--- config.mk ---
export PLATFORM = sky130hd
export DESIGN_NAME = adc_ladder_key_debouncer_flat
export DESIGN_NICKNAME = d
export VERILOG_FILES = /design/src/rtl/core/aldkd_pkg.sv /design/src/rtl/core/aldkd_req_if.sv /design/src/rtl/core/aldkd_rsp_if.sv /design/src/rtl/core/aldkd_key_bank.sv /design/src/rtl/core/aldkd_report_drain.sv /design/src/rtl/core/adc_ladder_key_debouncer.sv /design/src/flat_wrapper.sv
export VERILOG_INCLUDE_DIRS = /design/src /design/src/rtl/core
export SDC_FILE = /design/constraint.sdc
export NUM_CORES = 1
export LEC_CHECK = 0
export ABC_AREA = 1
export BUFFER_PORTS_ARGS = -buffer_cell sky130_fd_sc_hd__buf_4
export CAP_MARGIN = 20
export CORE_MARGIN = 2
export CORE_UTILIZATION = 59
export CTS_BUF_LIST = sky130_fd_sc_hd__clkbuf_2
export DETAILED_ROUTE_END_ITERATION = 12
export PLACE_DENSITY_LB_ADDON = 0.15
export SYNTH_ARGS = -nofsm -noshare
export SYNTH_HDL_FRONTEND = slang
export SYNTH_HIERARCHICAL = 1
export SYNTH_SLANG_ARGS = --single-unit
--- constraint.sdc ---
create_clock -name clock -period 3.7 [get_ports clock]
set_clock_uncertainty 0.05 [all_clocks]
set_input_delay 0.185 -clock clock [delete_from_list [all_inputs] [get_ports clock]]
set_output_delay 0.185 -clock clock [all_outputs]
set_load 0.02 [all_outputs]
--- src/rtl/core/adc_ladder_key_debouncer_defines.svh ---
// Assertion helpers used by the debouncer top module.
`ifndef ADC_LADDER_KEY_DEBOUNCER_DEFINES_SVH
`define ADC_LADDER_KEY_DEBOUNCER_DEFINES_SVH

// Check a property in the same cycle as its trigger.
`define ALDKD_ASSERT_NOW(label, clk, rst, cond, prop) \
   label: assert property (@(posedge clk) disable iff (rst) (cond) |-> (prop)) \
      else $error("debouncer check failed in the trigger cycle");

// Check a property in the cycle after its trigger.
`define ALDKD_ASSERT_NEXT(label, clk, rst, cond, prop) \
   label: assert property (@(posedge clk) disable iff (rst) (cond) |=> (prop)) \
      else $error("debouncer check failed one cycle after the trigger");

`endif

--- src/rtl/core/aldkd_pkg.sv ---
package aldkd_pkg;

   // Key bank sizing
   localparam int NUM_KEYS    = 4;
   localparam int LEVEL_REGS  = 4;
   localparam int MAX_RESULTS = 4;

   // Field widths
   localparam int SAMPLE_W   = 11;
   localparam int LEVEL_W    = 10;
   localparam int TICKS_W    = 8;
   localparam int KEY_IDX_W  = 2;
   localparam int WIN_W      = 13;
   localparam int CSR_IDX_W  = 3;
   localparam int CSR_DATA_W = 10;

   // Register reset values
   localparam logic [LEVEL_W-1:0] DRIFT_RESET    = 10'd70;
   localparam logic [TICKS_W-1:0] DEBOUNCE_RESET = 8'd10;

   // Register indexes
   localparam logic [CSR_IDX_W-1:0] CSR_DRIFT      = 3'd0;
   localparam logic [CSR_IDX_W-1:0] CSR_DEBOUNCE   = 3'd1;
   localparam logic [CSR_IDX_W-1:0] CSR_LEVEL_BASE = 3'd2;

   // Item kinds
   localparam logic MODE_SAMPLE = 1'b0;
   localparam logic MODE_TICK   = 1'b1;

   typedef logic [LEVEL_W-1:0] level_type;
   typedef level_type [LEVEL_REGS-1:0] level_array_type;

   // Reports produced by one tick, one bit per key
   typedef struct packed {
      logic [NUM_KEYS-1:0] mask;
      logic [NUM_KEYS-1:0] pressed;
   } report_type;

endpackage

--- src/rtl/core/aldkd_req_if.sv ---
interface aldkd_req_if;
   logic                                   valid;
   logic                                   ready;
   logic                                   mode;
   logic signed [aldkd_pkg::SAMPLE_W-1:0]  sample;

   modport source (output valid, output mode, output sample, input ready);
   modport sink   (input valid, input mode, input sample, output ready);
endinterface

--- src/rtl/core/aldkd_rsp_if.sv ---
interface aldkd_rsp_if;
   logic                               valid;
   logic                               ready;
   logic [aldkd_pkg::KEY_IDX_W-1:0]    key_index;
   logic                               pressed;
   logic                               last;

   modport source (output valid, output key_index, output pressed, output last, input ready);
   modport sink   (input valid, input key_index, input pressed, input last, output ready);
endinterface

--- src/rtl/core/aldkd_key_bank.sv ---
module aldkd_key_bank (
   input  logic                                  clock,
   input  logic                                  reset,
   input  logic                                  item_go,
   input  logic                                  item_mode,
   input  logic signed [aldkd_pkg::SAMPLE_W-1:0] item_sample,
   input  logic [aldkd_pkg::LEVEL_W-1:0]         drift,
   input  logic [aldkd_pkg::TICKS_W-1:0]         debounce,
   input  aldkd_pkg::level_array_type            levels,
   output logic                                  report_load,
   output aldkd_pkg::report_type                 report
);

   logic [aldkd_pkg::NUM_KEYS-1:0] raw_ff, raw_in;
   logic [aldkd_pkg::NUM_KEYS-1:0] rep_ff, rep_in;
   logic [aldkd_pkg::NUM_KEYS-1:0] act_ff, act_in;
   logic [aldkd_pkg::NUM_KEYS-1:0][aldkd_pkg::TICKS_W-1:0] cd_ff, cd_in;

   aldkd_pkg::level_type [aldkd_pkg::NUM_KEYS-1:0] key_lvl;
   logic [aldkd_pkg::NUM_KEYS-1:0]                 win;
   logic [aldkd_pkg::TICKS_W-1:0]                  arm_value;
   logic signed [aldkd_pkg::WIN_W-1:0]             s_ext;

   // Zero debounce behaves as a single tick
   assign arm_value = (debounce == '0) ? aldkd_pkg::TICKS_W'(1) : debounce;
   assign s_ext = aldkd_pkg::WIN_W'(item_sample);

   // Per key window compare; keys without a level register stay unused
   for (genvar k = 0; k < aldkd_pkg::NUM_KEYS; k++) begin : g_key
      logic signed [aldkd_pkg::WIN_W-1:0] hi, lo;
      if (k < aldkd_pkg::LEVEL_REGS) begin : g_lvl
         assign key_lvl[k] = levels[k];
      end else begin : g_nolvl
         assign key_lvl[k] = '0;
      end
      assign hi = $signed({3'b000, key_lvl[k]}) + $signed({3'b000, drift});
      assign lo = $signed({3'b000, key_lvl[k]}) - $signed({3'b000, drift});
      assign win[k] = (s_ext < hi) && (s_ext > lo);
   end

   assign report_load = item_go && (item_mode == aldkd_pkg::MODE_TICK);

   // Apply one sample or one tick to every key
   always_comb begin
      int n;
      n = 0;
      raw_in = raw_ff;
      rep_in = rep_ff;
      act_in = act_ff;
      cd_in  = cd_ff;
      report = '0;
      for (int k = 0; k < aldkd_pkg::NUM_KEYS; k++) begin
         if (item_go && item_mode == aldkd_pkg::MODE_SAMPLE) begin
            if (key_lvl[k] != '0) begin
               raw_in[k] = win[k];
               if (win[k] != rep_ff[k]) begin
                  cd_in[k]  = arm_value;
                  act_in[k] = 1'b1;
               end
            end
         end else if (item_go && act_ff[k]) begin
            if (cd_ff[k] > aldkd_pkg::TICKS_W'(1)) begin
               cd_in[k] = cd_ff[k] - aldkd_pkg::TICKS_W'(1);
            end else begin
               cd_in[k]  = '0;
               act_in[k] = 1'b0;
               if (rep_ff[k] != raw_ff[k]) begin
                  rep_in[k] = raw_ff[k];
                  // only the first MAX_RESULTS changes of a tick are reported
                  if (n < aldkd_pkg::MAX_RESULTS) begin
                     report.mask[k]    = 1'b1;
                     report.pressed[k] = raw_ff[k];
                     n++;
                  end
               end
               // re-arm while the key stays down
               if (raw_ff[k]) begin
                  cd_in[k]  = arm_value;
                  act_in[k] = 1'b1;
               end
            end
         end
      end
   end

   always_ff @(posedge clock) begin
      if (reset) begin
         raw_ff <= '0;
         rep_ff <= '0;
         act_ff <= '0;
         cd_ff  <= '0;
      end else begin
         raw_ff <= raw_in;
         rep_ff <= rep_in;
         act_ff <= act_in;
         cd_ff  <= cd_in;
      end
   end

endmodule

--- src/rtl/core/aldkd_report_drain.sv ---
module aldkd_report_drain (
   input  logic                  clock,
   input  logic                  reset,
   input  logic                  report_load,
   input  aldkd_pkg::report_type report,
   output logic                  pend_empty,
   aldkd_rsp_if.source           rsp_chan
);

   logic [aldkd_pkg::NUM_KEYS-1:0] pend_mask_ff, pend_pressed_ff;
   logic [aldkd_pkg::NUM_KEYS-1:0] low, rest;
   logic [aldkd_pkg::KEY_IDX_W-1:0] sel;
   logic                            out_free, pop;
   logic                            rsp_valid_ff;
   logic [aldkd_pkg::KEY_IDX_W-1:0] key_ff;
   logic                            pressed_ff, last_ff;

   // Pick the lowest pending key
   assign low  = pend_mask_ff & (~pend_mask_ff + aldkd_pkg::NUM_KEYS'(1));
   assign rest = pend_mask_ff & ~low;

   always_comb begin
      sel = '0;
      for (int k = aldkd_pkg::NUM_KEYS - 1; k >= 0; k--) begin
         if (pend_mask_ff[k]) begin
            sel = aldkd_pkg::KEY_IDX_W'(k);
         end
      end
   end

   assign pend_empty = (pend_mask_ff == '0);
   assign out_free   = !rsp_valid_ff || rsp_chan.ready;
   assign pop        = out_free && !pend_empty;

   // Hold pending reports and the output beat
   always_ff @(posedge clock) begin
      if (reset) begin
         pend_mask_ff <= '0;
         rsp_valid_ff <= 1'b0;
      end else begin
         if (report_load) begin
            pend_mask_ff <= report.mask;
         end else if (pop) begin
            pend_mask_ff <= rest;
         end
         if (out_free) begin
            rsp_valid_ff <= !pend_empty;
         end
      end
   end

   // Payload of pending reports and the output beat
   always_ff @(posedge clock) begin
      if (report_load) begin
         pend_pressed_ff <= report.pressed;
      end
      if (pop) begin
         key_ff     <= sel;
         pressed_ff <= |(pend_pressed_ff & low);
         last_ff    <= (rest == '0);
      end
   end

   assign rsp_chan.valid     = rsp_valid_ff;
   assign rsp_chan.key_index = key_ff;
   assign rsp_chan.pressed   = pressed_ff;
   assign rsp_chan.last      = last_ff;

endmodule

--- src/rtl/core/adc_ladder_key_debouncer.sv ---
// Resistor-ladder keypad decoder with per-key debounce countdowns.
// req_chan carries one item per beat: mode 0 is an ADC sample (signed,
// -1 for a failed read), mode 1 is one time tick. rsp_chan carries one
// report per beat (key index, new state, last flag); only ticks report,
// up to four reports per tick, in key order, the last one flagged.
// The csr_ port writes drift, debounce ticks and the four key levels;
// write it only while no item is in flight.
// An accepted item is registered in the input register and then applied to
// the key state; a tick's reports pass the pending mask and the output beat.
// Throughput: samples are taken every cycle unless a tick waits ahead of
// them. The report drain (one report a cycle out of the pending mask while
// rsp_chan is ready) holds a following tick until its reports have left.
// When rsp_chan stalls, the output beat holds, the drain halts and a
// following tick waits in the input register, which holds off req_chan;
// samples that arrived ahead of that tick have already been applied.
// Reset (synchronous) restores register defaults, clears all key state
// and drops any pending reports; no clearing pass is needed.
`include "adc_ladder_key_debouncer_defines.svh"

module adc_ladder_key_debouncer (
   input  logic                               clock,
   input  logic                               reset,
   aldkd_req_if.sink                          req_chan,
   aldkd_rsp_if.source                        rsp_chan,
   input  logic                               csr_we,
   input  logic [aldkd_pkg::CSR_IDX_W-1:0]    csr_index,
   input  logic [aldkd_pkg::CSR_DATA_W-1:0]   csr_wdata
);

   logic [aldkd_pkg::LEVEL_W-1:0]          drift_ff;
   logic [aldkd_pkg::TICKS_W-1:0]          debounce_ff;
   aldkd_pkg::level_array_type             level_ff;

   logic                                   in_valid_ff;
   logic                                   in_mode_ff;
   logic signed [aldkd_pkg::SAMPLE_W-1:0]  in_sample_ff;

   logic                                   item_go;
   logic                                   accept;
   logic                                   report_load;
   aldkd_pkg::report_type                  report;
   logic                                   pend_empty;

   // Configuration registers
   always_ff @(posedge clock) begin
      if (reset) begin
         drift_ff    <= aldkd_pkg::DRIFT_RESET;
         debounce_ff <= aldkd_pkg::DEBOUNCE_RESET;
         level_ff    <= '0;
      end else if (csr_we) begin
         if (csr_index == aldkd_pkg::CSR_DRIFT) begin
            drift_ff <= csr_wdata[aldkd_pkg::LEVEL_W-1:0];
         end
         if (csr_index == aldkd_pkg::CSR_DEBOUNCE) begin
            debounce_ff <= csr_wdata[aldkd_pkg::TICKS_W-1:0];
         end
         for (int k = 0; k < aldkd_pkg::LEVEL_REGS; k++) begin
            if (csr_index == aldkd_pkg::CSR_LEVEL_BASE + aldkd_pkg::CSR_IDX_W'(k)) begin
               level_ff[k] <= csr_wdata[aldkd_pkg::LEVEL_W-1:0];
            end
         end
      end
   end

   // Advance the held item: samples always, ticks once the drain is empty
   assign item_go = in_valid_ff &&
                    ((in_mode_ff == aldkd_pkg::MODE_SAMPLE) || pend_empty);
   assign req_chan.ready = !in_valid_ff || item_go;
   assign accept = req_chan.valid && req_chan.ready;

   always_ff @(posedge clock) begin
      if (reset) begin
         in_valid_ff <= 1'b0;
      end else if (accept) begin
         in_valid_ff <= 1'b1;
      end else if (item_go) begin
         in_valid_ff <= 1'b0;
      end
   end

   always_ff @(posedge clock) begin
      if (accept) begin
         in_mode_ff   <= req_chan.mode;
         in_sample_ff <= req_chan.sample;
      end
   end

   aldkd_key_bank u_key_bank (
      .clock       (clock),
      .reset       (reset),
      .item_go     (item_go),
      .item_mode   (in_mode_ff),
      .item_sample (in_sample_ff),
      .drift       (drift_ff),
      .debounce    (debounce_ff),
      .levels      (level_ff),
      .report_load (report_load),
      .report      (report)
   );

   aldkd_report_drain u_report_drain (
      .clock       (clock),
      .reset       (reset),
      .report_load (report_load),
      .report      (report),
      .pend_empty  (pend_empty),
      .rsp_chan    (rsp_chan)
   );

   `ALDKD_ASSERT_NEXT(a_tick_waits, clock, reset, in_valid_ff && (in_mode_ff == aldkd_pkg::MODE_TICK) && !pend_empty, in_valid_ff)
   `ALDKD_ASSERT_NEXT(a_report_queued, clock, reset, report_load && (report.mask != '0), !pend_empty)
   `ALDKD_ASSERT_NOW(a_ready_when_empty, clock, reset, !in_valid_ff, req_chan.ready)
   `ALDKD_ASSERT_NEXT(a_drift_write, clock, reset, csr_we && (csr_index == aldkd_pkg::CSR_DRIFT), drift_ff == $past(csr_wdata))

endmodule

--- src/flat_wrapper.sv ---
// flat-port wrapper written by rule: the top's interface ports become plain ports
module adc_ladder_key_debouncer_flat 
  (clock, reset, csr_we, csr_index, csr_wdata, req_chan_valid, req_chan_mode, req_chan_sample, req_chan_ready, rsp_chan_valid, rsp_chan_key_index, rsp_chan_pressed, rsp_chan_last, rsp_chan_ready);
  aldkd_req_if req_chan_i ();
  aldkd_rsp_if rsp_chan_i ();
  input  logic clock;
  input  logic reset;
  input  logic csr_we;
  input  logic [aldkd_pkg::CSR_IDX_W-1:0] csr_index;
  input  logic [aldkd_pkg::CSR_DATA_W-1:0] csr_wdata;
  input wire logic [$bits(req_chan_i.valid)-1:0] req_chan_valid;
  input wire logic [$bits(req_chan_i.mode)-1:0] req_chan_mode;
  input wire logic [$bits(req_chan_i.sample)-1:0] req_chan_sample;
  output wire logic [$bits(req_chan_i.ready)-1:0] req_chan_ready;
  output wire logic [$bits(rsp_chan_i.valid)-1:0] rsp_chan_valid;
  output wire logic [$bits(rsp_chan_i.key_index)-1:0] rsp_chan_key_index;
  output wire logic [$bits(rsp_chan_i.pressed)-1:0] rsp_chan_pressed;
  output wire logic [$bits(rsp_chan_i.last)-1:0] rsp_chan_last;
  input wire logic [$bits(rsp_chan_i.ready)-1:0] rsp_chan_ready;
  assign req_chan_i.valid = req_chan_valid;
  assign req_chan_i.mode = req_chan_mode;
  assign req_chan_i.sample = req_chan_sample;
  assign req_chan_ready = req_chan_i.ready;
  assign rsp_chan_valid = rsp_chan_i.valid;
  assign rsp_chan_key_index = rsp_chan_i.key_index;
  assign rsp_chan_pressed = rsp_chan_i.pressed;
  assign rsp_chan_last = rsp_chan_i.last;
  assign rsp_chan_i.ready = rsp_chan_ready;
  adc_ladder_key_debouncer u_core (.clock(clock), .reset(reset), .req_chan(req_chan_i), .rsp_chan(rsp_chan_i), .csr_we(csr_we), .csr_index(csr_index), .csr_wdata(csr_wdata));
endmodule
==> qor.yml, run 1 <==
synth:
  synth.yosys.seq_area_share: 0.240
  postSynth.topFlopCell: "dfxtp_1"
  post_synth_instance_area_mm2: 0.0115
  postSynth.asyncResetShare: 0
  syn_avg_cell_area_um2: 7.02
  synthesis.yosys.warnings: 6
  postSynthCellCount: 1640
  synth.net_count: 1850
  synth.distinct_cells: 52
  ys_seq_elements: 128
  synth_edf_count: 20
global_routing:
  antenna_found_initial: 1
  grt_pass1_wl_um: 55800
  globalRoute.totalOverflow: 0
  grt_usage: 0.351
  first_global_vias: 11000
  largest_net_degree_at_the_start_of_global_routing: 36
finish:
  syn_to_final_growth_pct: 24.1
  final_net_count: 2065
  total_area_of_multi_input_combinational_cells_mm2: 0.00839
  drive_gt1_frac: 0.206
  most-common-layout-cells: "303 x nand2_1, 216 x nor2_1, 171 x inv_1, 167 x ha_1, 165 x buf_4"
  final-seq-area_mm2: 0.00277
  final_area_mm2: 0.0143
  layout.core_utilization: 0.739
  layoutNonFillerInstCount: 2134
  filler_cell_count: 1571
  layout.cells.most_common: "nand2_1"
placement:
  placedCellCount: 2022
  pre_cts_worst_setup_slack_ns: -0.373
  globalplace.congestion: 0.982
  dpl-instance-area_mm2: 0.0128
  dpl.hpwl_um: 25900
  buffer_ports.inserted: 35
sta:
  finalSetupViolCount: 37
  worst_slew_margin_rel: 0.375
  setup_total_negative_slack_ns: -7.96
  post-route-period-util: 1.11
  rsz0062_at_grt: "true"
  report.final.hold_viol_count: 0
  slew_viol_final: 0
  timing.fmax_ghz: 0.244
  worst_slew_pin_slew_ns: 0.937
  final.setup.worst_slack_ns: -0.399
  post-route-min-period_ns: 4.10
  whs_ns: 0.124
floorplanning:
  die_area_mm2: 0.0206
  floorplan.die.width_um: 144
  die_height_um: 144
  floorplan.rows: 51
  initial_core_util: 0.595
  ioPinCount: 36
  fp.coreArea_mm2: 0.0193
critical_path:
  timing.critical_path.fanout_max: 8
  critPathMostFrequentCell: "nand2_1"
  crit_path_start_kind: "flip-flop"
  number_of_buffers_and_inverters_on_the_critical_path: 2
  timing.critical_path.from: "u_core/drift_ff[1]"
  crit_path_end_kind: "flip-flop"
  timing.critical_path.slowest_cell_delay_ns: 0.41
  critPathRequiredTime_ns: 4.31
  cp_top_family: "compound AO/OA/AOI/OAI gates"
  timing_worst_setup_path_type: "reg2reg"
  worst-r2r-setup-slack_ns: -0.40
  crit-reg2reg-launch: "u_core/drift_ff[1]"
  worstPathArrival_ns: 4.71
  slowest_stage: "dfxtp_4"
hold_path:
  timing.hold.worst.class: "in2reg"
  timing.hold.worst.start: "req_chan_sample[7]"
run_status:
  failed_checks: "negative setup slack"
  run_status: "finished, violations left"
pwr:
  vdd_drop_max_uv: 290
  total_switching_power_mw: 1.40
  leakagePower_nw: 7.18
  p_int_mw: 2.31
  pwr-share-seq: 0.410
  power_per_cell_area_mw_per_mm2: 259
  combPwrFrac: 0.334
  fin_total_pwr_mw: 3.70
  proportion_of_power_drawn_by_the_clock_network: 0.255
  switching_share: 0.377
clock_network:
  cts.reportedPaths.clkPinSlew_ns: 0.23
  cts-htree-levels: 4
  root_buffer: "clkbuf_2"
  numCtsBuffers: 17
  cts.sink_count: 128
  cts_max_path_buffers: 2
  cts_tree: "yes"
  worst_skew_pair.late_latency_ns: 0.73
drt:
  drt-pass1-iter-count: 10
  drtIter0Drc: 1061
  vias_per_cell: 5.60
  drt-total-wl_um: 36400
  post-route-drc-count: 0
  routed-via-count: 12000
  ant_nets: 0
  detail_route.wl_per_cell_um: 17.1
job:
  drv.max_cap_violation_count: 0
[logic make-up after synthesis]
| group | after synthesis | share of synthesized area |
|---|---|---|
| adder cells (fa/ha/maj) | 180 | 0.201 |
| XOR/XNOR | 80 | 0.0609 |
| AO/OA/AOI/OAI | 252 | 0.129 |
| AND/OR/NAND/NOR | 781 | 0.293 |
| buffers and inverters | 219 | 0.0764 |
| flip-flops | 128 | 0.240 |
[path summary, 6_finish.rpt]
kind,endpoint,cells after the start
max,u_core/u_key_bank/cd_ff[14],26
min,u_core/in_sample_ff[7],2
max reg2reg,u_core/u_key_bank/cd_ff[14],26
min reg2reg,u_core/u_key_bank/act_ff[1],2
[power groups by stage]
stage	Sequential [mW]	Combinational, mW	Clock (mW)
5_1_grt	1.52	1.37	1.01
3_3_place_gp	1.54	1.00	0
2_1_floorplan	1.52	0.704	0
6_report	1.52	1.24	0.946
3_5_place_dp	1.54	1.03	0
4_1_cts	1.52	1.14	0.964
[sequential cells by signal, summed over array words and instances, names as in the netlist]
signal / count
u_core/level_ff: 40
u_core/u_key_bank/cd_ff: 32
u_core/in_sample_ff: 11
u_core/drift_ff: 10
u_core/debounce_ff: 8
u_core/u_key_bank/act_ff: 4
u_core/u_key_bank/raw_ff: 4
u_core/u_key_bank/rep_ff: 4
u_core/u_report_drain/pend_mask_ff: 4
u_core/u_report_drain/pend_pressed_ff: 4
u_core/u_report_drain/rsp_chan.key_index: 2
u_core/in_mode_ff: 1
u_core/in_valid_ff: 1
u_core/u_report_drain/rsp_chan.last: 1
u_core/u_report_drain/rsp_chan.pressed: 1
u_core/u_report_drain/rsp_chan.valid: 1
[final cells by class]
cell class,count,share of cell area
sequential,128,0.194
multi-input combinational,1297,0.587
inverter,190,0.0507
antenna,1,0.000175
clock inverter,13,0.0106
tap,265,0.0232
clock buffer,19,0.00666
timing repair buffer,221,0.127
[synthesized netlist by cell type, drive strengths merged (2+ instances only)]
library cell,number,area share
and2,5,0.0028
o21bai,17,0.011
nor3b,2,0.0013
ha,172,0.19
dfxtp,108,0.19
nor2,243,0.085
nand2,359,0.12
buf,18,0.010
nor4,14,0.0082
nand3,115,0.052
a31oi,5,0.0027
edfxtp,20,0.052
o22ai,19,0.010
nand4,15,0.0082
a211oi,2,0.0013
a21oi,120,0.056
xnor2,16,0.012
o2111ai,4,0.0030
clkbuf,11,0.0039
and3,3,0.0016
o31ai,3,0.0020
o211ai,7,0.0046
a21boi,2,0.0016
or2,3,0.0016
inv,190,0.062
fa,8,0.014
nor3,22,0.0096
a21o,12,0.0078
o21ai,58,0.026
xor2,64,0.049
[per-layer routing]
metal,global-route usage,part of all wire
met2,0.524,0.42
met3,0.0810,0.10
met1,0.498,0.45
met4,0.120,0.032
met5,0,0
[timing repair]
| item | 4_1_cts | 5_1_grt |
|---|---|---|
| buffers inserted | 25 | 8 |
| endpoints found under the setup margin | 37 | 41 |
| pin swaps | 46 | 61 |
| gates resized for setup | 67 | 80 |
| hold buffers | 46 | 0 |
| endpoints found under the hold margin | 106 | 0 |
| cloned | 4 | 0 |
No activity file was read; power rests on OpenSTA's default activity.
==> run 2, diff against run 1 <==
--- a/config.mk
+++ b/config.mk
@@ -9,8 +9,10 @@
 export ABC_AREA = 1
 export BUFFER_PORTS_ARGS = -buffer_cell sky130_fd_sc_hd__buf_4
 export CAP_MARGIN = 20
+export CELL_PAD_IN_SITES_DETAIL_PLACEMENT = 1
+export CELL_PAD_IN_SITES_GLOBAL_PLACEMENT = 2
 export CORE_MARGIN = 2
-export CORE_UTILIZATION = 59
+export CORE_UTILIZATION = 34
 export CTS_BUF_LIST = sky130_fd_sc_hd__clkbuf_2
 export DETAILED_ROUTE_END_ITERATION = 12
 export PLACE_DENSITY_LB_ADDON = 0.15
==> run 2 against run 1 <==
  * The run still ends with negative setup slack left
  * Cell area rose by 5.9%
  * Count of clock-buffer cells in the layout decreased by 1
  * Cell count is 12% higher
  * Combinational power increased by 8%
  * Sequential power about the same
  * Non-clock buffer count up 64
  * Wire length rose by 21%
  * Die area grew 71%
  * Flip-flop and latch count unchanged
  * Largest cell class unchanged
  * Core utilization down 29 points
==> qor.yml, run 2 (synthesis gave the netlist of run 1 again) <==
pwr:
  power_per_cell_area_mw_per_mm2: 253  # was 259 mW/mm^2
  vdd_drop_max_uv: 172  # was 290 uV
  leakagePower_nw: 7.51  # was 7.18 nW
  fin_total_pwr_mw: 3.83  # was 3.70 mW
sta:
  worst_slew_pin_slew_ns: 0.937  # about the same
  report.final.hold_viol_count: 0  # unchanged
  final.setup.worst_slack_ns: -0.407  # was -0.399 ns
  timing.fmax_ghz: 0.243  # was 0.244 GHz
  whs_ns: 0.0997  # was 0.124 ns
  worst_slew_margin_rel: 0.375  # about the same
  finalSetupViolCount: 38  # was 37
  rsz0062_at_grt: "true"  # unchanged
  slew_viol_final: 0  # unchanged
  post-route-period-util: 1.11  # about the same
  post-route-min-period_ns: 4.11  # was 4.10 ns
finish:
  largest_registers: "u_core/level_ff (40), u_core/u_key_bank/cd_ff (32), u_core/in_sample_ff (11)"  # unchanged
  syn_to_final_growth_pct: 31.4  # was 24.1%
  filler_cell_count: 4188  # was 1,571
  final_net_count: 2129  # was 2,065
  drive_gt1_frac: 0.229  # was 0.206
  total_area_of_multi_input_combinational_cells_mm2: 0.00843  # was 0.00839 mm^2
  final-seq-area_mm2: 0.00278  # was 0.00277 mm^2
  registers.top_by_ff_count: "u_core/level_ff"  # unchanged
  most-common-layout-cells: "305 x nand2_1, 213 x nor2_1, 209 x buf_4, 169 x inv_1, 165 x ha_1"  # was 303 x nand2_1, 216 x nor2_1, 171 x inv_1, 167 x ha_1, 165 x buf_4
  largest_register_ff_count: 40  # unchanged
  layout.cells.most_common: "nand2_1"  # unchanged
  final_area_mm2: 0.0151  # was 0.0143 mm^2
clock_network:
  numCtsBuffers: 17  # unchanged
  cts_tree: "yes"  # unchanged
  worst_skew_pair.late_latency_ns: 0.80  # was 0.73 ns
  cts.sink_count: 128  # unchanged
  cts-htree-levels: 4  # unchanged
  root_buffer: "clkbuf_2"  # unchanged
  cts.reportedPaths.clkPinSlew_ns: 0.22  # was 0.23 ns
  cts_max_path_buffers: 2  # unchanged
drt:
  drt-total-wl_um: 43900  # was 36,400 um
  post-route-drc-count: 0  # unchanged
  vias_per_cell: 4.98  # was 5.60
  drt-pass1-iter-count: 5  # was 10
  ant_nets: 0  # unchanged
  detail_route.wl_per_cell_um: 18.4  # was 17.1 um
  routed-via-count: 11900  # was 12,000
  drtIter0Drc: 577  # was 1,061
critical_path:
  critPathRequiredTime_ns: 4.38  # was 4.31 ns
  crit_path_end_kind: "flip-flop"  # unchanged
  timing.critical_path.fanout_max: 6  # was 8
  crit_path_start_kind: "flip-flop"  # unchanged
  timing.critical_path.from: "u_core/drift_ff[0]"  # was u_core/drift_ff[1]
  timing_worst_setup_path_type: "reg2reg"  # unchanged
  critPathMostFrequentCell: "nand2_4"  # was nand2_1
  slowest_stage: "dfxtp_4"  # unchanged
  worstPathArrival_ns: 4.79  # was 4.71 ns
  crit-reg2reg-launch: "u_core/drift_ff[0]"  # was u_core/drift_ff[1]
  timing.critical_path.slowest_cell_delay_ns: 0.45  # was 0.41 ns
run_status:
  failed_checks: "negative setup slack"  # unchanged
  run_status: "finished, violations left"  # unchanged
global_routing:
  grt_pass1_wl_um: 67700  # was 55,800 um
  first_global_vias: 12000  # was 11,000
  antenna_found_initial: 1  # unchanged
  grt_usage: 0.250  # was 0.351
  globalRoute.totalOverflow: 0  # unchanged
  largest_net_degree_at_the_start_of_global_routing: 32  # was 36
floorplanning:
  ioPinCount: 36  # unchanged
  initial_core_util: 0.344  # was 0.595
  die_area_mm2: 0.0353  # was 0.0206 mm^2
  die_height_um: 188  # was 144 um
  floorplan.rows: 67  # was 51
  fp.coreArea_mm2: 0.0334  # was 0.0193 mm^2
  floorplan.die.width_um: 188  # was 144 um
placement:
  globalplace.congestion: 0.861  # was 0.982
  dpl.hpwl_um: 33200  # was 25,900 um
  dpl-instance-area_mm2: 0.0133  # was 0.0128 mm^2
  buffer_ports.inserted: 35  # unchanged
hold_path:
  timing.hold.worst.start: "req_chan_sample[6]"  # was req_chan_sample[7]
  timing.hold.worst.class: "in2reg"  # unchanged
job:
  drv.max_cap_violation_count: 0  # unchanged
[run 2: changes by cell type in the layout (fill, tap and decap cells not counted), moves of 3 or more]
cell and delta:
nand2_4 +4, dfxtp_1 -3, dfxtp_2 +3, dlygate4sd3_1 +15, buf_4 +44, buf_12 +3
nor2_1 -3, nand2_2 -5
[run 2: metal layers]
layer / GRT usage / wire length, um / vias to the layer above
li1: - / - / 5974
met1: 0.371 / 23000 / 5679
met2: 0.382 / 18900 / 167
met3: 0.0313 / 1300 / 30
met4: 0.0575 / 663 / 0
met5: 0 / 0 / -
[run 2: worst paths after layout]
| check | cells after the start | slack [ns] | end |
|---|---|---|---|
| hold reg to reg | 2 | 0.44 | u_core/u_key_bank/act_ff[1] |
| setup / recovery | 29 | -0.41 | u_core/u_key_bank/cd_ff[10] |
| setup reg to reg | 29 | -0.41 | u_core/u_key_bank/cd_ff[10] |
| hold / removal | 2 | 0.1 | u_core/in_sample_ff[6] |
[run 2: through the flow]
stage          worst slack (ns)  TNS [ns]  utilization  std cells
2_1_floorplan           0.00900         0            -       1640
3_3_place_gp             -0.348    -10.24        0.397       2238
3_5_place_dp             -0.469    -15.10        0.397       2238
4_1_cts                  -0.310     -8.21        0.440       2364
5_1_grt                  -0.595    -18.52        0.452       2381
6_report                 -0.407     -9.55        0.452       2381
[run 2: layout make-up]
cell class                      instances  share of cell area
Inverter                              190              0.0483
Sequential cell                       128               0.183
Clock buffer                           18             0.00595
Antenna cell                            1            0.000165
Timing Repair Buffer                  285               0.158
Multi-Input combinational cell       1297               0.557
Tap cell                              448              0.0371
Clock inverter                         14              0.0104
[run 2: power breakdown]
part	leakage, nW	switching [mW]	internal [mW]
Clock	0.152	0.633	0.327
Combinational	6.29	0.767	0.575
Sequential	1.07	0.0685	1.45
[run 2: what timing repair did]
action                                 in CTS  in global routing
pin swaps                                  57                 51
endpoints found under the hold margin     113                  0
gates cloned                                4                  0
buffers inserted                           29                 17
hold buffers                               61                  0
resized for setup                          82                 82
setup endpoints to repair                  39                 40
[run 2: worst max-delay path, delay by kind of cell, from the launching register on]
kind / cells / cell delay [ns]
adders and majority gates: 3 / 0.82
DFF: 1 / 0.45
AOI/OAI and AO/OA: 6 / 0.91
and+or+nand+nor: 14 / 1.10
xor gates and xnor gates: 1 / 0.14
buffers and inverters: 5 / 0.57
==> run 3, diff against run 2 <==
--- a/config.mk
+++ b/config.mk
@@ -18,5 +18,4 @@
 export PLACE_DENSITY_LB_ADDON = 0.15
 export SYNTH_ARGS = -nofsm -noshare
 export SYNTH_HDL_FRONTEND = slang
-export SYNTH_HIERARCHICAL = 1
 export SYNTH_SLANG_ARGS = --single-unit
==> run 3 against run 2 <==
  * Worst setup slack better by 0.11 ns
  * Fmax up 2.8%
  * Core utilization up 0.13 points
  * Synthesized cell count fell by 3.8%
  * First-iteration DRC count down 6.4%
  * Critical path depth rose by 1
  * Register-to-register slack gained 0.11 ns
  * Sequential power about the same
  * Clock power is 5% higher
  * The flow still finishes with violations (negative setup slack)
  * Largest cell class unchanged
==> qor.yml, run 3 <==
floorplanning:
  fp.coreArea_mm2: 0.0325  # was 0.0334 mm^2
  ioPinCount: 36  # unchanged
  floorplan.rows: 66  # was 67
  die_area_mm2: 0.0343  # was 0.0353 mm^2
  floorplan.die.width_um: 185  # was 188 um
  die_height_um: 185  # was 188 um
  initial_core_util: 0.344  # about the same
sta:
  rsz0062_at_grt: "true"  # unchanged
  report.final.hold_viol_count: 0  # unchanged
  final.setup.worst_slack_ns: -0.297  # was -0.407 ns
  post-route-period-util: 1.08  # was 1.11
  worst_slew_pin_slew_ns: 0.887  # was 0.937 ns
  worst_slew_margin_rel: 0.403  # was 0.375
  post-route-min-period_ns: 4.00  # was 4.11 ns
  slew_viol_final: 0  # unchanged
  finalSetupViolCount: 37  # was 38
  timing.fmax_ghz: 0.250  # was 0.243 GHz
clock_network:
  cts_max_path_buffers: 2  # unchanged
  cts-htree-levels: 4  # unchanged
  cts.reportedPaths.clkPinSlew_ns: 0.25  # was 0.22 ns
  worst_skew_pair.late_latency_ns: 0.77  # was 0.80 ns
  cts.sink_count: 128  # unchanged
  root_buffer: "clkbuf_2"  # unchanged
  cts_tree: "yes"  # unchanged
  numCtsBuffers: 17  # unchanged
synth:
  postSynthCellCount: 1578  # was 1,640
  top_cell_type_s_share_of_synthesized_area: 0.194  # was 0.188
  synthesis.yosys.warnings: 0  # was 6
  netlist_top_cells_area: "dfxtp_1 19%, ha_1 19%, nand2_1 9.4%"  # was dfxtp_1 19%, ha_1 19%, nand2_1 11%
  synth.yosys.seq_area_share: 0.248  # was 0.240
  ys_seq_elements: 128  # unchanged
  post_synth_most_frequent_cells: "279 x nand2_1, 198 x inv_1, 183 x nor2_1"  # was 338 x nand2_1, 229 x nor2_1, 178 x inv_1
  post_synth_instance_area_mm2: 0.0112  # was 0.0115 mm^2
  synth_area_leader_cell: "dfxtp_1"  # unchanged
  postSynth.topFlopCell: "dfxtp_1"  # unchanged
  postSynth.asyncResetShare: 0  # unchanged
  syn_avg_cell_area_um2: 7.07  # was 7.02 um^2
  synth.distinct_cells: 41  # was 52
  synth_edf_count: 20  # unchanged
  synth.net_count: 1785  # was 1,850
  post-synth-top-count-cell: "nand2_1"  # unchanged
finish:
  final_area_mm2: 0.0147  # was 0.0151 mm^2
  drive_gt1_frac: 0.232  # was 0.229
  syn_to_final_growth_pct: 32.0  # was 31.4%
  most-common-layout-cells: "237 x nand2_1, 217 x buf_4, 184 x inv_1, 176 x nor2_1, 159 x ha_1"  # was 305 x nand2_1, 213 x nor2_1, 209 x buf_4, 169 x inv_1, 165 x ha_1
  final_net_count: 2043  # was 2,129
  largest_register_ff_count: 40  # unchanged
  total_area_of_multi_input_combinational_cells_mm2: 0.00820  # was 0.00843 mm^2
  filler_cell_count: 4093  # was 4,188
  final-seq-area_mm2: 0.00277  # was 0.00278 mm^2
  largest_registers: "u_core.level_ff (40), u_core.u_key_bank.cd_ff (32), u_core.in_sample_ff (11)"  # was u_core/level_ff (40), u_core/u_key_bank/cd_ff (32), u_core/in_sample_ff (11)
  registers.top_by_ff_count: "u_core.level_ff"  # was u_core/level_ff
  layout.cells.most_common: "nand2_1"  # unchanged
critical_path:
  crit-reg2reg-launch: "u_core.drift_ff[0]"  # was u_core/drift_ff[0]
  crit_end: "u_core.u_key_bank.cd_ff[20]"  # was u_core/u_key_bank/cd_ff[10]
  critPathRequiredTime_ns: 4.29  # was 4.38 ns
  timing.critical_path.from: "u_core.drift_ff[0]"  # was u_core/drift_ff[0]
  timing.critical_path.fanout_max: 5  # was 6
  reg2reg_to: "u_core.u_key_bank.cd_ff[20]"  # was u_core/u_key_bank/cd_ff[10]
  timing.critical_path.slowest_cell_delay_ns: 0.40  # was 0.45 ns
  slowest_stage: "dfxtp_2"  # was dfxtp_4
  timing_worst_setup_path_type: "reg2reg"  # unchanged
  critPathMostFrequentCell: "nand2_2"  # was nand2_4
  worstPathArrival_ns: 4.58  # was 4.79 ns
  crit_path_end_kind: "flip-flop"  # unchanged
  crit_path_start_kind: "flip-flop"  # unchanged
  reg2reg_depth: 30  # was 29
  worst-r2r-setup-slack_ns: -0.30  # was -0.41 ns
drt:
  wl_met3_um: 1150  # was 1300 um
  post-route-drc-count: 0  # unchanged
  routed-via-count: 11500  # was 11,900
  detail_route.wl_per_cell_um: 18.6  # was 18.4 um
  drt-pass1-iter-count: 5  # unchanged
  met2WireLength_um: 20400  # was 18,900 um
  highest-signal-layer: "met4"  # unchanged
  ant_nets: 0  # unchanged
  routedLengthMet1_um: 20400  # was 23,000 um
  drt-total-wl_um: 42700  # was 43,900 um
  vias_per_cell: 5.01  # was 4.98
  drtIter0Drc: 540  # was 577
pwr:
  leakagePower_nw: 7.28  # was 7.51 nW
  p_int_mw: 2.46  # was 2.36 mW
  combPwrFrac: 0.357  # was 0.351
  proportion_of_power_drawn_by_the_clock_network: 0.254  # was 0.251
  vdd_drop_max_uv: 167  # was 172 uV
  power_per_cell_area_mw_per_mm2: 271  # was 253 mW/mm^2
  switching_share: 0.383  # was 0.384
  total_switching_power_mw: 1.53  # was 1.47 mW
  fin_total_pwr_mw: 3.98  # was 3.83 mW
  pwr-share-seq: 0.389  # was 0.398
global_routing:
  grt_pass1_wl_um: 65900  # was 67,700 um
  first_global_vias: 11800  # was 12,000
  globalRoute.totalOverflow: 0  # unchanged
  antenna_found_initial: 2  # was 1
  largest_net_degree_at_the_start_of_global_routing: 53  # was 32
  grt_usage: 0.254  # was 0.250
placement:
  dpl.hpwl_um: 32800  # was 33,200 um
  globalplace.congestion: 0.849  # was 0.861
  dpl-instance-area_mm2: 0.0131  # was 0.0133 mm^2
  buffer_ports.inserted: 35  # unchanged
run_status:
  run_status: "finished, violations left"  # unchanged
  failed_checks: "negative setup slack"  # unchanged
hold_path:
  timing.hold.worst.class: "in2reg"  # unchanged
job:
  drv.max_cap_violation_count: 0  # unchanged
==> run 3: cell types whose count changed in the layout (fill, tap and decap cells not counted), sizes merged, moves of 4 or more <==
cell | before | now
o21ai | 58 | 108
nor2 | 243 | 184
xor2 | 64 | 73
dlygate4sd3 | 61 | 37
nand2 | 363 | 292
buf | 224 | 229
xnor2 | 16 | 12
nand3 | 115 | 80
nand4 | 15 | 21
inv | 193 | 206
a21oi | 120 | 153
==> run 3: power by group through the flow <==
stage	Clock [mW]	Sequential, mW	Combinational (mW)
floorplan	0	1.55	0.724
finish	1.01	1.55	1.42
CTS	1.04	1.55	1.33
global placement	0	1.58	1.18
global route	1.09	1.56	1.59
detailed placement	0	1.57	1.21
==> run 3: area by class of cell <==
type,count,share of cell area
multi-input cells,1217,0.557
clock buffers,19,0.00646
diodes,2,0.000340
well taps,442,0.0376
inverters,206,0.0537
flip-flops and latches,128,0.188
clock inverters,13,0.0110
repair buffers,266,0.146
==> run 3: kinds of logic (layout without fill, tap and decap cells) <==
group | after synthesis | in the layout | synth area share
adders and majority gates | 177 | 177 | 0.204
DFF | 128 | 128 | 0.248
other | 0 | 2 | 0
xor gates and xnor gates | 85 | 85 | 0.0667
buffers and inverters | 239 | 504 | 0.0822
and+or+nand+nor | 610 | 616 | 0.232
AOI/OAI and AO/OA | 339 | 339 | 0.168
==> run 3: stage by stage <==
step | util | setup TNS [ns] | std cells | hold slack, ns | setup WS (ns)
6_report | 0.454 | -8.09 | 2293 | 0.105 | -0.297
3_3_place_gp | 0.403 | -10.13 | 2185 | 0.315 | -0.464
4_1_cts | 0.438 | -6.02 | 2279 | 0.0267 | -0.252
5_1_grt | 0.454 | -16.37 | 2292 | 0.0370 | -0.519
3_5_place_dp | 0.403 | -13.14 | 2185 | 0.315 | -0.562
2_1_floorplan | - | 0 | 1578 | 0.214 | 0.0572
==> run 3: worst max-delay path, delay by kind of cell, from the launching register on <==
family,cells,cell delay [ns]
fa+ha+maj,3,0.82
buf+inv,3,0.30
compound gates,7,0.71
flops,1,0.40
simple gates,17,1.55
==> run 3: layer usage <==
| layer | vias to the layer above | global-route usage |
|---|---|---|
| li1 | 5775 | - |
| met1 | 5532 | 0.340 |
| met2 | 131 | 0.435 |
| met3 | 40 | 0.0313 |
| met4 | 0 | 0.0600 |
| met5 | - | 0 |
==> run 3: worst min-delay path by stage <==
| stage | from | to | depth (start not counted) |
|---|---|---|---|
| detailed placement | req_chan_sample[2] | u_core.in_sample_ff[2] | 1 |
| global placement | req_chan_sample[10] | u_core.in_sample_ff[10] | 1 |
| floorplan | reset | u_core.u_report_drain.pend_mask_ff[1] | 1 |
| global route | req_chan_sample[10] | u_core.in_sample_ff[10] | 2 |
| finish | req_chan_sample[9] | u_core.in_sample_ff[9] | 2 |
| CTS | req_chan_sample[8] | u_core.in_sample_ff[8] | 2 |
==> run 3: timing repair <==
item                                    CTS  global route
resized for setup                        85           106
endpoints found under the setup margin   39            40
hold buffers                             37             0
buffers inserted                         20            13
gates cloned                              6             0
endpoints found under the hold margin   106             0
pin swaps                                24            47
